--- config.mk ---
export PLATFORM = sky130hd
export DESIGN_NAME = sha256_byte_stream_hasher_flat
export DESIGN_NICKNAME = d
export VERILOG_FILES = /design/src/rtl/sha256_pkg.sv /design/src/rtl/sha256_if.sv /design/src/rtl/sha256_front.sv /design/src/rtl/sha256_core.sv /design/src/rtl/sha256_byte_stream_hasher.sv /design/src/flat_wrapper.sv
export VERILOG_INCLUDE_DIRS = /design/src /design/src/rtl
export SDC_FILE = /design/constraint.sdc
export NUM_CORES = 2
export LEC_CHECK = 0
export BUFFER_PORTS_ARGS = -buffer_cell sky130_fd_sc_hd__buf_2
export CAP_MARGIN = 10
export CORE_ASPECT_RATIO = 2
export CORE_MARGIN = 2
export CORE_UTILIZATION = 65
export CTS_BUF_LIST = sky130_fd_sc_hd__clkbuf_2 sky130_fd_sc_hd__clkbuf_4 sky130_fd_sc_hd__clkbuf_8
export CTS_CLUSTER_DIAMETER = 100
export DETAILED_ROUTE_END_ITERATION = 8
export PLACE_DENSITY = 0.86
export SETUP_SLACK_MARGIN = 0.15
export SLEW_MARGIN = 5
export SYNTH_ARGS = -nofsm -noshare
export SYNTH_HDL_FRONTEND = slang
export SYNTH_SLANG_ARGS = --single-unit
--- constraint.sdc ---
create_clock -name clk -period 22.6 [get_ports clk]
set_input_delay 4.52 -clock clk [delete_from_list [all_inputs] [get_ports clk]]
set_output_delay 4.52 -clock clk [all_outputs]
set_load 0.005 [all_outputs]
--- src/rtl/sha256_byte_stream_hasher_macros.svh ---
// Assertion helpers for the hasher.
`ifndef SHA256_BYTE_STREAM_HASHER_MACROS_SVH
`define SHA256_BYTE_STREAM_HASHER_MACROS_SVH
// Check that a condition implies a result in the same cycle.
`define SHA_ASSERT_IMP(label, clk, rst_n, cond, res, msg) \
	label: assert property (@(posedge clk) disable iff (!rst_n) (cond) |-> (res)) \
		else $error(msg);
// Check that a condition implies a result in the next cycle.
`define SHA_ASSERT_NEXT(label, clk, rst_n, cond, res, msg) \
	label: assert property (@(posedge clk) disable iff (!rst_n) (cond) |=> (res)) \
		else $error(msg);
`endif

--- src/rtl/sha256_pkg.sv ---
`timescale 1ns / 1ps
package sha256_pkg;
	localparam int unsigned QDepth = 4;
	localparam int unsigned QAw = 2;

	typedef enum logic {
		OP_ABSORB = 1'b0,
		OP_FINISH = 1'b1
	} op_t;

	// Queue entry between the front and the back.
	typedef struct packed {
		logic       finish;
		logic [7:0] data;
	} cmd_t;

	typedef logic [31:0] word_t;

	function automatic word_t round_const(input logic [5:0] idx);
		word_t k [64];
		k = '{
			32'h428a2f98, 32'h71374491, 32'hb5c0fbcf, 32'he9b5dba5, 32'h3956c25b,
			32'h59f111f1, 32'h923f82a4, 32'hab1c5ed5, 32'hd807aa98, 32'h12835b01,
			32'h243185be, 32'h550c7dc3, 32'h72be5d74, 32'h80deb1fe, 32'h9bdc06a7,
			32'hc19bf174, 32'he49b69c1, 32'hefbe4786, 32'h0fc19dc6, 32'h240ca1cc,
			32'h2de92c6f, 32'h4a7484aa, 32'h5cb0a9dc, 32'h76f988da, 32'h983e5152,
			32'ha831c66d, 32'hb00327c8, 32'hbf597fc7, 32'hc6e00bf3, 32'hd5a79147,
			32'h06ca6351, 32'h14292967, 32'h27b70a85, 32'h2e1b2138, 32'h4d2c6dfc,
			32'h53380d13, 32'h650a7354, 32'h766a0abb, 32'h81c2c92e, 32'h92722c85,
			32'ha2bfe8a1, 32'ha81a664b, 32'hc24b8b70, 32'hc76c51a3, 32'hd192e819,
			32'hd6990624, 32'hf40e3585, 32'h106aa070, 32'h19a4c116, 32'h1e376c08,
			32'h2748774c, 32'h34b0bcb5, 32'h391c0cb3, 32'h4ed8aa4a, 32'h5b9cca4f,
			32'h682e6ff3, 32'h748f82ee, 32'h78a5636f, 32'h84c87814, 32'h8cc70208,
			32'h90befffa, 32'ha4506ceb, 32'hbef9a3f7, 32'hc67178f2};
		return k[idx];
	endfunction

	function automatic word_t init_hash(input logic [2:0] idx);
		word_t h [8];
		h = '{32'h6a09e667, 32'hbb67ae85, 32'h3c6ef372, 32'ha54ff53a,
			32'h510e527f, 32'h9b05688c, 32'h1f83d9ab, 32'h5be0cd19};
		return h[idx];
	endfunction
endpackage

--- src/rtl/sha256_if.sv ---
`timescale 1ns / 1ps
interface sha256_in_if;
	logic       valid;
	logic       ready;
	logic       opcode;
	logic [7:0] data_byte;
	modport source (output valid, opcode, data_byte, input ready);
	modport sink (input valid, opcode, data_byte, output ready);
endinterface

interface sha256_out_if;
	logic        valid;
	logic        ready;
	logic [31:0] digest_word;
	logic [2:0]  word_index;
	logic        last_word;
	modport source (output valid, digest_word, word_index, last_word, input ready);
	modport sink (input valid, digest_word, word_index, last_word, output ready);
endinterface

--- src/rtl/sha256_front.sv ---
`timescale 1ns / 1ps
module sha256_front (
	input  logic                clk,
	input  logic                arst_n,
	sha256_in_if.sink           in_ch,
	output sha256_pkg::cmd_t    cmd,
	output logic                cmd_valid,
	input  logic                cmd_pop
);
	import sha256_pkg::*;

	cmd_t           mem_q [QDepth];
	logic [QAw-1:0] wr_q;
	logic [QAw-1:0] rd_q;
	logic [QAw:0]   cnt_q;
	logic           push;

	assign in_ch.ready = (cnt_q != QAw'(0) + (QAw+1)'(QDepth));
	assign push        = in_ch.valid && in_ch.ready;
	assign cmd_valid   = (cnt_q != '0);
	assign cmd         = mem_q[rd_q];

	always_ff @(posedge clk) begin
		if (push) begin
			mem_q[wr_q].finish <= (in_ch.opcode == OP_FINISH);
			mem_q[wr_q].data   <= in_ch.data_byte;
		end
	end

	always_ff @(posedge clk or negedge arst_n) begin
		if (!arst_n) begin
			wr_q  <= '0;
			rd_q  <= '0;
			cnt_q <= '0;
		end else begin
			if (push) wr_q <= wr_q + 1'b1;
			if (cmd_pop) rd_q <= rd_q + 1'b1;
			cnt_q <= cnt_q + (QAw+1)'(push) - (QAw+1)'(cmd_pop);
		end
	end
endmodule

--- src/rtl/sha256_core.sv ---
`timescale 1ns / 1ps
module sha256_core (
	input  logic             clk,
	input  logic             arst_n,
	input  sha256_pkg::cmd_t cmd,
	input  logic             cmd_valid,
	output logic             cmd_pop,
	sha256_out_if.source     out_ch
);
	import sha256_pkg::*;

	typedef enum logic [5:0] {
		ST_IDLE  = 6'b000001,
		ST_PAD   = 6'b000010,
		ST_COMP  = 6'b000100,
		ST_FOLD  = 6'b001000,
		ST_EMIT  = 6'b010000,
		ST_DONE  = 6'b100000
	} state_t;

	state_t      state_q;
	word_t       blk_q [16]; // block buffer, big-endian words
	logic [5:0]  fill_q;
	logic [60:0] total_q;
	word_t       h_q [8];
	word_t       v_q [8];
	word_t       w_q [16];
	logic [5:0]  rnd_q;
	logic        final_q;   // write 0x80 as the next pad byte
	logic        second_q;  // finish needs one more block
	logic        pad_done_q;
	logic [2:0]  idx_q;

	word_t w_cur, s0, s1, t1, t2, w_new;
	logic [63:0] bits;
	logic [4:0]  lane;

	assign bits = {total_q, 3'b000};
	// Byte 0 of a word sits in its top lane.
	assign lane = {~fill_q[1:0], 3'b000};
	assign w_cur = (rnd_q < 6'd16) ? blk_q[rnd_q[3:0]] : w_new;
	assign s0 = {w_q[1][6:0], w_q[1][31:7]} ^ {w_q[1][17:0], w_q[1][31:18]} ^ (w_q[1] >> 3);
	assign s1 = {w_q[14][16:0], w_q[14][31:17]} ^ {w_q[14][18:0], w_q[14][31:19]}
		^ (w_q[14] >> 10);
	assign w_new = w_q[0] + s0 + w_q[9] + s1;
	assign t1 = v_q[7] + ({v_q[4][5:0], v_q[4][31:6]} ^ {v_q[4][10:0], v_q[4][31:11]}
		^ {v_q[4][24:0], v_q[4][31:25]}) + ((v_q[4] & v_q[5]) ^ (~v_q[4] & v_q[6]))
		+ round_const(rnd_q) + w_cur;
	assign t2 = ({v_q[0][1:0], v_q[0][31:2]} ^ {v_q[0][12:0], v_q[0][31:13]}
		^ {v_q[0][21:0], v_q[0][31:22]})
		+ ((v_q[0] & v_q[1]) ^ (v_q[0] & v_q[2]) ^ (v_q[1] & v_q[2]));

	assign cmd_pop = (state_q == ST_IDLE) && cmd_valid;
	assign out_ch.valid       = (state_q == ST_EMIT);
	assign out_ch.digest_word = h_q[idx_q];
	assign out_ch.word_index  = idx_q;
	assign out_ch.last_word   = (idx_q == 3'd7);

	// Buffer writes: absorb, padding fill; round shifts of schedule and working words.
	always_ff @(posedge clk) begin
		if (cmd_pop && !cmd.finish) begin
			blk_q[fill_q[5:2]][lane +: 8] <= cmd.data;
		end else if (state_q == ST_PAD) begin
			if (fill_q >= 6'd56 && !second_q)
				blk_q[fill_q[5:2]][lane +: 8] <= bits[{~fill_q[2:0], 3'b000} +: 8];
			else
				blk_q[fill_q[5:2]][lane +: 8] <= (final_q) ? 8'h80 : 8'h00;
		end
		if (state_q == ST_COMP) begin
			for (int i = 0; i < 15; i++) w_q[i] <= w_q[i+1];
			w_q[15] <= w_cur;
			v_q[7] <= v_q[6]; v_q[6] <= v_q[5]; v_q[5] <= v_q[4];
			v_q[4] <= v_q[3] + t1;
			v_q[3] <= v_q[2]; v_q[2] <= v_q[1]; v_q[1] <= v_q[0];
			v_q[0] <= t1 + t2;
		end else begin
			for (int i = 0; i < 8; i++) v_q[i] <= h_q[i];
		end
	end

	// final_q here marks "write 0x80 next pad byte"; second_q marks first of two blocks.
	always_ff @(posedge clk or negedge arst_n) begin
		if (!arst_n) begin
			state_q  <= ST_IDLE;
			fill_q   <= '0;
			total_q  <= '0;
			rnd_q    <= '0;
			final_q  <= 1'b0;
			second_q <= 1'b0;
			idx_q    <= '0;
			for (int i = 0; i < 8; i++) h_q[i] <= init_hash(3'(i));
		end else begin
			unique case (state_q)
				ST_IDLE: begin
					if (cmd_pop) begin
						if (cmd.finish) begin
							final_q  <= 1'b1;
							second_q <= (fill_q >= 6'd56);
							state_q  <= ST_PAD;
						end else begin
							total_q <= total_q + 61'd1;
							fill_q  <= fill_q + 6'd1;
							if (fill_q == 6'd63) begin
								rnd_q   <= '0;
								state_q <= ST_COMP;
							end
						end
					end
				end
				ST_PAD: begin
					final_q <= 1'b0;
					fill_q  <= fill_q + 6'd1;
					if (fill_q == 6'd63) begin
						rnd_q   <= '0;
						state_q <= ST_COMP;
					end
				end
				ST_COMP: begin
					rnd_q <= rnd_q + 6'd1;
					if (rnd_q == 6'd63) state_q <= ST_FOLD;
				end
				ST_FOLD: begin
					for (int i = 0; i < 8; i++) h_q[i] <= h_q[i] + v_q[i];
					idx_q <= '0;
					if (second_q) begin
						second_q <= 1'b0;
						state_q  <= ST_PAD;
					end else if (pad_done_q) begin
						state_q <= ST_EMIT;
					end else begin
						state_q <= ST_IDLE;
					end
				end
				ST_EMIT: begin
					if (out_ch.ready) begin
						idx_q <= idx_q + 3'd1;
						if (idx_q == 3'd7) state_q <= ST_DONE;
					end
				end
				ST_DONE: begin
					for (int i = 0; i < 8; i++) h_q[i] <= init_hash(3'(i));
					total_q <= '0;
					fill_q  <= '0;
					state_q <= ST_IDLE;
				end
				default: state_q <= ST_IDLE;
			endcase
		end
	end

	// Set from the finish pop until the digest is out, so the fold knows to emit.
	always_ff @(posedge clk or negedge arst_n) begin
		if (!arst_n) pad_done_q <= 1'b0;
		else if (state_q == ST_IDLE && cmd_pop && cmd.finish) pad_done_q <= 1'b1;
		else if (state_q == ST_DONE) pad_done_q <= 1'b0;
	end
endmodule

--- src/rtl/sha256_byte_stream_hasher.sv ---
`timescale 1ns / 1ps
// SHA-256 over a byte stream. Each input beat absorbs one byte (opcode 0)
// or finishes the message (opcode 1); a finish yields eight output beats,
// digest word 0 first, last_word set on word 7, then the engine restarts
// from the standard initial hash. A four-entry queue decouples the input
// from the compression engine. Every 64th byte starts a compression (one
// round per cycle plus a fold). Finish takes the beat, then runs the
// padding fill (one or two blocks), a compression for each of them, eight
// output beats (longer under output stalls) and the restore of the
// initial hash.
`include "sha256_byte_stream_hasher_macros.svh"
module sha256_byte_stream_hasher (
	input  logic         clk,
	input  logic         arst_n,
	sha256_in_if.sink    in_ch,
	sha256_out_if.source out_ch
);
	import sha256_pkg::*;

	cmd_t cmd;
	logic cmd_valid;
	logic cmd_pop;

	// Front: accept and queue beats.
	sha256_front u_front (
		.clk, .arst_n, .in_ch, .cmd, .cmd_valid, .cmd_pop
	);

	// Back: buffer, pad, compress, emit.
	sha256_core u_core (
		.clk, .arst_n, .cmd, .cmd_valid, .cmd_pop, .out_ch
	);

	`SHA_ASSERT_IMP(a_pop_valid, clk, arst_n, cmd_pop, cmd_valid, "pop from empty queue")
	`SHA_ASSERT_NEXT(a_last_wraps, clk, arst_n,
		out_ch.valid && out_ch.ready && out_ch.last_word, !out_ch.valid,
		"output continued after last word")
endmodule
--- src/flat_wrapper.sv ---
// flat-port wrapper written by rule: the top's interface ports become plain ports
module sha256_byte_stream_hasher_flat import sha256_pkg::*;
  (clk, arst_n, in_ch_valid, in_ch_opcode, in_ch_data_byte, in_ch_ready, out_ch_valid, out_ch_digest_word, out_ch_word_index, out_ch_last_word, out_ch_ready);
  sha256_in_if in_ch_i ();
  sha256_out_if out_ch_i ();
  input  logic clk;
  input  logic arst_n;
  input wire logic [$bits(in_ch_i.valid)-1:0] in_ch_valid;
  input wire logic [$bits(in_ch_i.opcode)-1:0] in_ch_opcode;
  input wire logic [$bits(in_ch_i.data_byte)-1:0] in_ch_data_byte;
  output wire logic [$bits(in_ch_i.ready)-1:0] in_ch_ready;
  output wire logic [$bits(out_ch_i.valid)-1:0] out_ch_valid;
  output wire logic [$bits(out_ch_i.digest_word)-1:0] out_ch_digest_word;
  output wire logic [$bits(out_ch_i.word_index)-1:0] out_ch_word_index;
  output wire logic [$bits(out_ch_i.last_word)-1:0] out_ch_last_word;
  input wire logic [$bits(out_ch_i.ready)-1:0] out_ch_ready;
  assign in_ch_i.valid = in_ch_valid;
  assign in_ch_i.opcode = in_ch_opcode;
  assign in_ch_i.data_byte = in_ch_data_byte;
  assign in_ch_ready = in_ch_i.ready;
  assign out_ch_valid = out_ch_i.valid;
  assign out_ch_digest_word = out_ch_i.digest_word;
  assign out_ch_word_index = out_ch_i.word_index;
  assign out_ch_last_word = out_ch_i.last_word;
  assign out_ch_i.ready = out_ch_ready;
  sha256_byte_stream_hasher u_core (.clk(clk), .arst_n(arst_n), .in_ch(in_ch_i), .out_ch(out_ch_i));
endmodule
### Yosys cells after proc, flatten, opt, wreduce, memory -nomap -nowiden

Memories as Yosys holds them, arrays and structs flattened.
Cells that the tools add are included.

| word-level totals | value |
|---|---|
| memories | 5 |
| output and inout bits | 38 |
| ROM bits | 2,048 |
| word-level logic and storage cells | 317 |
| input port bits | 13 |
| memory bits (writable) | 1,316 |
| register bits after elaboration | 348 |

| cells by class | value |
|---|---|
| equality and inequality tests | 16 |
| $lt $le $gt $ge | 4 |
| bitwise operators | 93 |
| multiplexer cells | 124 |
| shift operators | 5 |
| reduce and logical (&&, ||, !) cells | 24 |
| add/subtract/negate cells | 27 |

Memory list:

| name | words | bits a word | rd ports | clocked after memory_dff | wr ports | RTL line | text |
|---|---|---|---|---|---|---|---|
| (name not given) | 64 | 32 | 1 | 0 | 0 | sha256_pkg.sv:35 | `return k[idx];` |
| u_core.u_core.blk_q | 16 | 32 | 1 | 0 | 1 | sha256_core.sv:22 | `word_t blk_q [16];` |
| u_core.u_core.w_q | 16 | 32 | 16 | 0 | 16 | sha256_core.sv:27 | `word_t w_q [16];` |
| u_core.u_core.v_q | 8 | 32 | 8 | 0 | 8 | sha256_core.sv:26 | `word_t v_q [8];` |
| u_core.u_front.mem_q | 4 | 9 | 1 | 0 | 1 | sha256_front.sv:12 | `cmd_t mem_q [QDepth];` |

Operators with widths:

| cell | count |
|---|---|
| adder 32 bit | 18 |
| two-way mux 32 bit | 16 |
| one-hot mux 256 bit (2 select lines) | 1 |
| bitwise XOR 32 bit | 9 |
| bitwise AND 32 bit | 5 |
| two-way mux 61 bit | 2 |
| one-hot mux 61 bit (2 select lines) | 1 |
| binary-select mux 32 bit (select 3 bit) | 1 |
| variable part select 8 x 7 -> 32 bit | 3 |
| two-way mux 1 bit | 82 |
| bitwise OR 1 bit | 72 |
| two-way mux 6 bit | 11 |
| variable part select 64 x 7 -> 8 bit | 1 |
| adder 61 x 1 -> 61 bit (second input constant) | 1 |
| one-hot mux 6 bit (3 select lines) | 2 |
| NOT 32 bit | 1 |
| variable shift 8 x 7 -> 32 bit (first input constant) | 1 |
| bitwise XOR 32 x 22 -> 32 bit | 1 |
| bitwise XOR 32 x 29 -> 32 bit | 1 |
| one-hot mux 6 bit (5 select lines) | 1 |
| == test 6 bit (second input constant) | 3 |
| AND reduction 3 bit | 5 |
| adder 6 x 1 -> 6 bit (second input constant) | 2 |
| nonzero test 2 bit | 6 |
| 32 further kinds | 47 |

### Depth between registers and ports, before layout

An unclocked memory read counts as a cell.

| logic depth | value |
|---|---|
| depth after elaboration | 10 |
| mapped depth | 44 |
| depth with buffers taken out | 44 |

### Cells and area by module

A second synthesis with hierarchy kept.

| unflattened totals | value |
|---|---|
| cells, all modules | 7,586 |
| area total of the unflattened synthesis | 88,635.0 um^2 |

By module, submodules not included:

| module | area each (um^2) | cells each | seq. area each (um^2) | times used |
|---|---|---|---|---|
| sha256_core | 86,873.3 | 7,499 | 44,579.0 | 1 |
| sha256_front | 1,761.7 | 87 | 1,256.2 | 1 |

### Worst setup path before layout

Ideal clock, no wire load.

| path | value |
|---|---|
| path kind | reg-to-reg |
| start | reg u_core.u_core.state_q[1] |
| end | mem u_core.u_core.w_q[0][0] (netlist name), enable pin |
| data required time | 21.526 ns |
| setup slack | 6.151 ns |
| path buffers | 2 |
| arrival | 15.375 ns |
| setup time | 1.074 ns |
| cell stages (with the launch flop) | 6 |
| clock period less this slack | 16.449 ns |
| path through | dfrtp_1 -> nor4_1 -> nand3b_1 -> clkinv_1 -> clkbuf_1 -> buf_1 |

RTL lines:

| element | RTL line | text |
|---|---|---|
| from (decl) | sha256_core.sv:21 | `state_t state_q;` |
| from (signal assigned) | sha256_core.sv:84 | `state_q <= ST_IDLE;` |
| from (signal assigned) | sha256_core.sv:99 | `state_q <= ST_PAD;` |
| from (signal assigned) | sha256_core.sv:105 | `state_q <= ST_COMP;` |
| to (decl) | sha256_core.sv:27 |  |

==> flow_summary.toml <==
[detailed_routing]
first_pass_iters = 8
detail_route.wl_per_cell_um = 29.97
vias_per_cell = 6.646
drc = 0
drtIter0Drc = 6158
drt-total-wl_um = 287700
postRouteAntennaNets = 0
vias = 63780

[global_routing]
grt_pass1_wl_um = 418400
grt_overflow_total = 0
grt_usage_pct = 41.30
grt_start_max_net_pins = 159
grt_pass1_vias = 65400
antenna_found_initial = 13

[synth]
synthCells = 7605
ys_seq_area_share_pct = 51.57
async_reset_ff_share_pct = 20.91
yosys_warnings = 0
ys_top_cells_by_area = "edfxtp_1, mux4_2, dfrtp_1"
syn-num-nets = 8229
netlist_area_um2 = 88880
synthDistinctLibCells = 92
synthDominantCellAreaShare_pct = 35.81
synthTopCellsByCount = "edfxtp_1, nand2_1, nor2_1"
avgSynthCellArea_um2 = 11.69
synth_flop_cell = "edfxtp_1"
synth_edf_count = 1060
yosys_register_bits = 1664
yosysTopAreaCell = "edfxtp_1"
yosysMostFrequentCell = "edfxtp_1"

[timing]
maxSlewHeadroom_pct = 4.642
worstMarginPinSlew_ps = 1424
whs_ps = 408.5
setup_tns_ps = 0
drv_slew = 0
hold_viol = 0
fin_crit_sh_pct = 52.77
max_freq_mhz = 83.86
finalWorstPathRequiredPeriod_ps = 11930
setup_violations = 0
rsz0062_at_grt = "false"
finClkSkew_ps = 113.5

[critical_path]
startpoint_type = "flip-flop"
cpMostUsedCell = "fa_1"
cp-endpoint = "u_core.u_core.v_q[0][28]$_DFF_P_"
reg2reg_slack_ps = 10680
r2r_start = "u_core.u_core.w_q[1][210]$_DFFE_PP_"
crit_cells = 39
startpoint = "u_core.u_core.w_q[1][210]$_DFFE_PP_"
worstSetupPathType = "reg -> reg"
cpPeakStageDelay_ps = 810
cp.buffers_inverters = 3
crit_path_max_fanout = 4
crit_family = "compound AO/OA/AOI/OAI gates"
rr_worst_depth = 39
cp.required_ps = 23380
arrival_ps = 12700
reg2reg_to = "u_core.u_core.v_q[0][28]$_DFF_P_"
endpoint_kind = "flip-flop"
crit_slowest_cell = "a2111oi_0"

[floorplanning]
die_w_um = 265.5
initial_core_util_pct = 65.59
io_pins = 51
coreArea_um2 = 135500
rows = 191
fp.dieH_um = 526.9
die_area_um2 = 139900

[cells_and_area]
final_nets = 8287
finalNonFillerCells = 9598
drive_above_1_share_pct = 13.48
syn2layout_area_growth_pct = 7.816

[pwr]
power.total_mw = 6.600
power.leakage_nw = 38.53
ir_worst_vdd_v = 0.00005773
power_per_cell_area_nw_per_um2 = 68.87

[min_path]
hp-class = "reg -> reg"

[clocking]
insertion_delay_ps = 980
clk_path_buf_depth = 4
cts_tree = "built"
clk_pin_slew_ps = 80
clock_sinks = 1664
cts_hold_buffers = 0
htreeDepth = 4
cts-root-buf = "clkbuf_8"
cts_resized = 0
cts_made_buffers = 233
post_cts_buffers = 0

[job]
max_cap_violations = 0

[place]
gp_congestion = 1.065
io_buffers = 50
post-place-cells = 9160
dp_hpwl_um = 211800

[run_status]
status = "finished, final reports clean"
==> worst register-to-register path: cells and delay by family (launching register included) <==
kind            cells  cell delay [ps]
compound gates     15             4600
xor+xnor            4              930
fa+ha+maj          10             4320
buf+inv             3              180
flops               1              470
simple gates        7             1250
==> metal layers <==
layer	GRT usage [%]	vias to the layer above	wire, um
met2	70.59	3493	143500
met3	7.786	1386	19890
li1	-	27600	-
met1	41.44	31300	88930
met5	0	-	53
met4	40.74	8	35260
==> layout by cell type (no fill, tap or decap), types with 256 or more instances in the layout <==
cell type | Yosys | layout
dfxtp_1 | 256 | 256
inv_1 | 345 | 344
ha_1 | 414 | 414
o21ai_0 | 421 | 420
xnor2_1 | 400 | 400
nor2_1 | 518 | 516
nand2_1 | 1021 | 1020
clkbuf_8 | 0 | 260
a21oi_1 | 477 | 476
edfxtp_1 | 1060 | 1060
==> per-stage QoR <==
step                worst slack (ps)  instance area, um^2  util [%]
finish                         10680                95820     70.72
CTS                            10780                95730     70.65
detailed placement             10860                90920     67.10
global route                   10330                95810     70.71
floorplan                       6151                88880         -
global placement               10960                90910     67.09
==> flip-flops by register name, summed over array words and instances (netlist names) <==
name                             flops
u_core.u_front.wr_q                  2
u_core.u_core.rnd_q                  6
u_core.u_core.out_ch.word_index      3
u_core.u_core.total_q               61
u_core.u_core.blk_q                512
u_core.u_core.w_q                  512
u_core.u_core.final_q                1
u_core.u_core.pad_done_q             1
u_core.u_core.h_q                  256
u_core.u_front.mem_q                36
u_core.u_front.rd_q                  2
u_core.u_core.state_q                6
u_core.u_front.cnt_q                 3
u_core.u_core.second_q               1
u_core.u_core.fill_q                 6
u_core.u_core.v_q                  256
==> kinds of logic (layout without fill, tap and decap cells) <==
group,Yosys count,count (layout),share of synthesized area (%)
AND/OR/NAND/NOR,2076,2076,10.20
buffers and inverters,676,925,2.869
multiplexers,368,368,7.774
adder cells (fa/ha/maj),636,636,10.55
other,0,7,0
flip-flops,1664,1664,51.57
XOR/XNOR,612,612,6.078
AO/OA/AOI/OAI,1573,1573,10.96
==> how the worst min path moves through the flow <==
stage                                                   start  slack, ps                                   to  depth (start not counted)
after floorplan           u_core.u_core.w_q[0][132]$_DFFE_PP_        400  u_core.u_core.w_q[0][100]$_DFFE_PP_                          0
final                     u_core.u_core.w_q[1][120]$_DFFE_PP_        410   u_core.u_core.w_q[1][88]$_DFFE_PP_                          0
after CTS                 u_core.u_core.w_q[1][170]$_DFFE_PP_        400  u_core.u_core.w_q[1][138]$_DFFE_PP_                          0
after global routing      u_core.u_core.w_q[1][112]$_DFFE_PP_        410   u_core.u_core.w_q[1][80]$_DFFE_PP_                          0
after detailed placement  u_core.u_core.w_q[0][145]$_DFFE_PP_        400  u_core.u_core.w_q[0][113]$_DFFE_PP_                          0
after global placement    u_core.u_core.w_q[0][161]$_DFFE_PP_        400  u_core.u_core.w_q[0][129]$_DFFE_PP_                          0
==> layout make-up <==
type / count / area (um^2)
clock buffers: 336 / 4136
repair buffers: 150 / 1084
clock inverters: 90 / 679.4
multi-input cells: 5265 / 40560
diodes: 7 / 17.52
inverters: 349 / 1319
well taps: 1737 / 2173
flip-flops and latches: 1664 / 45860
fillers: 9287 / 39680
==> power breakdown <==
part	leakage, nW	switching (mW)	internal [mW]	total [mW]
combinational	20.0	0.492	0.204	0.696
sequential	16.0	0.0508	3.39	3.44
clock	2.58	1.19	1.27	2.46
Note: power is estimated with default switching activity, not from simulation.
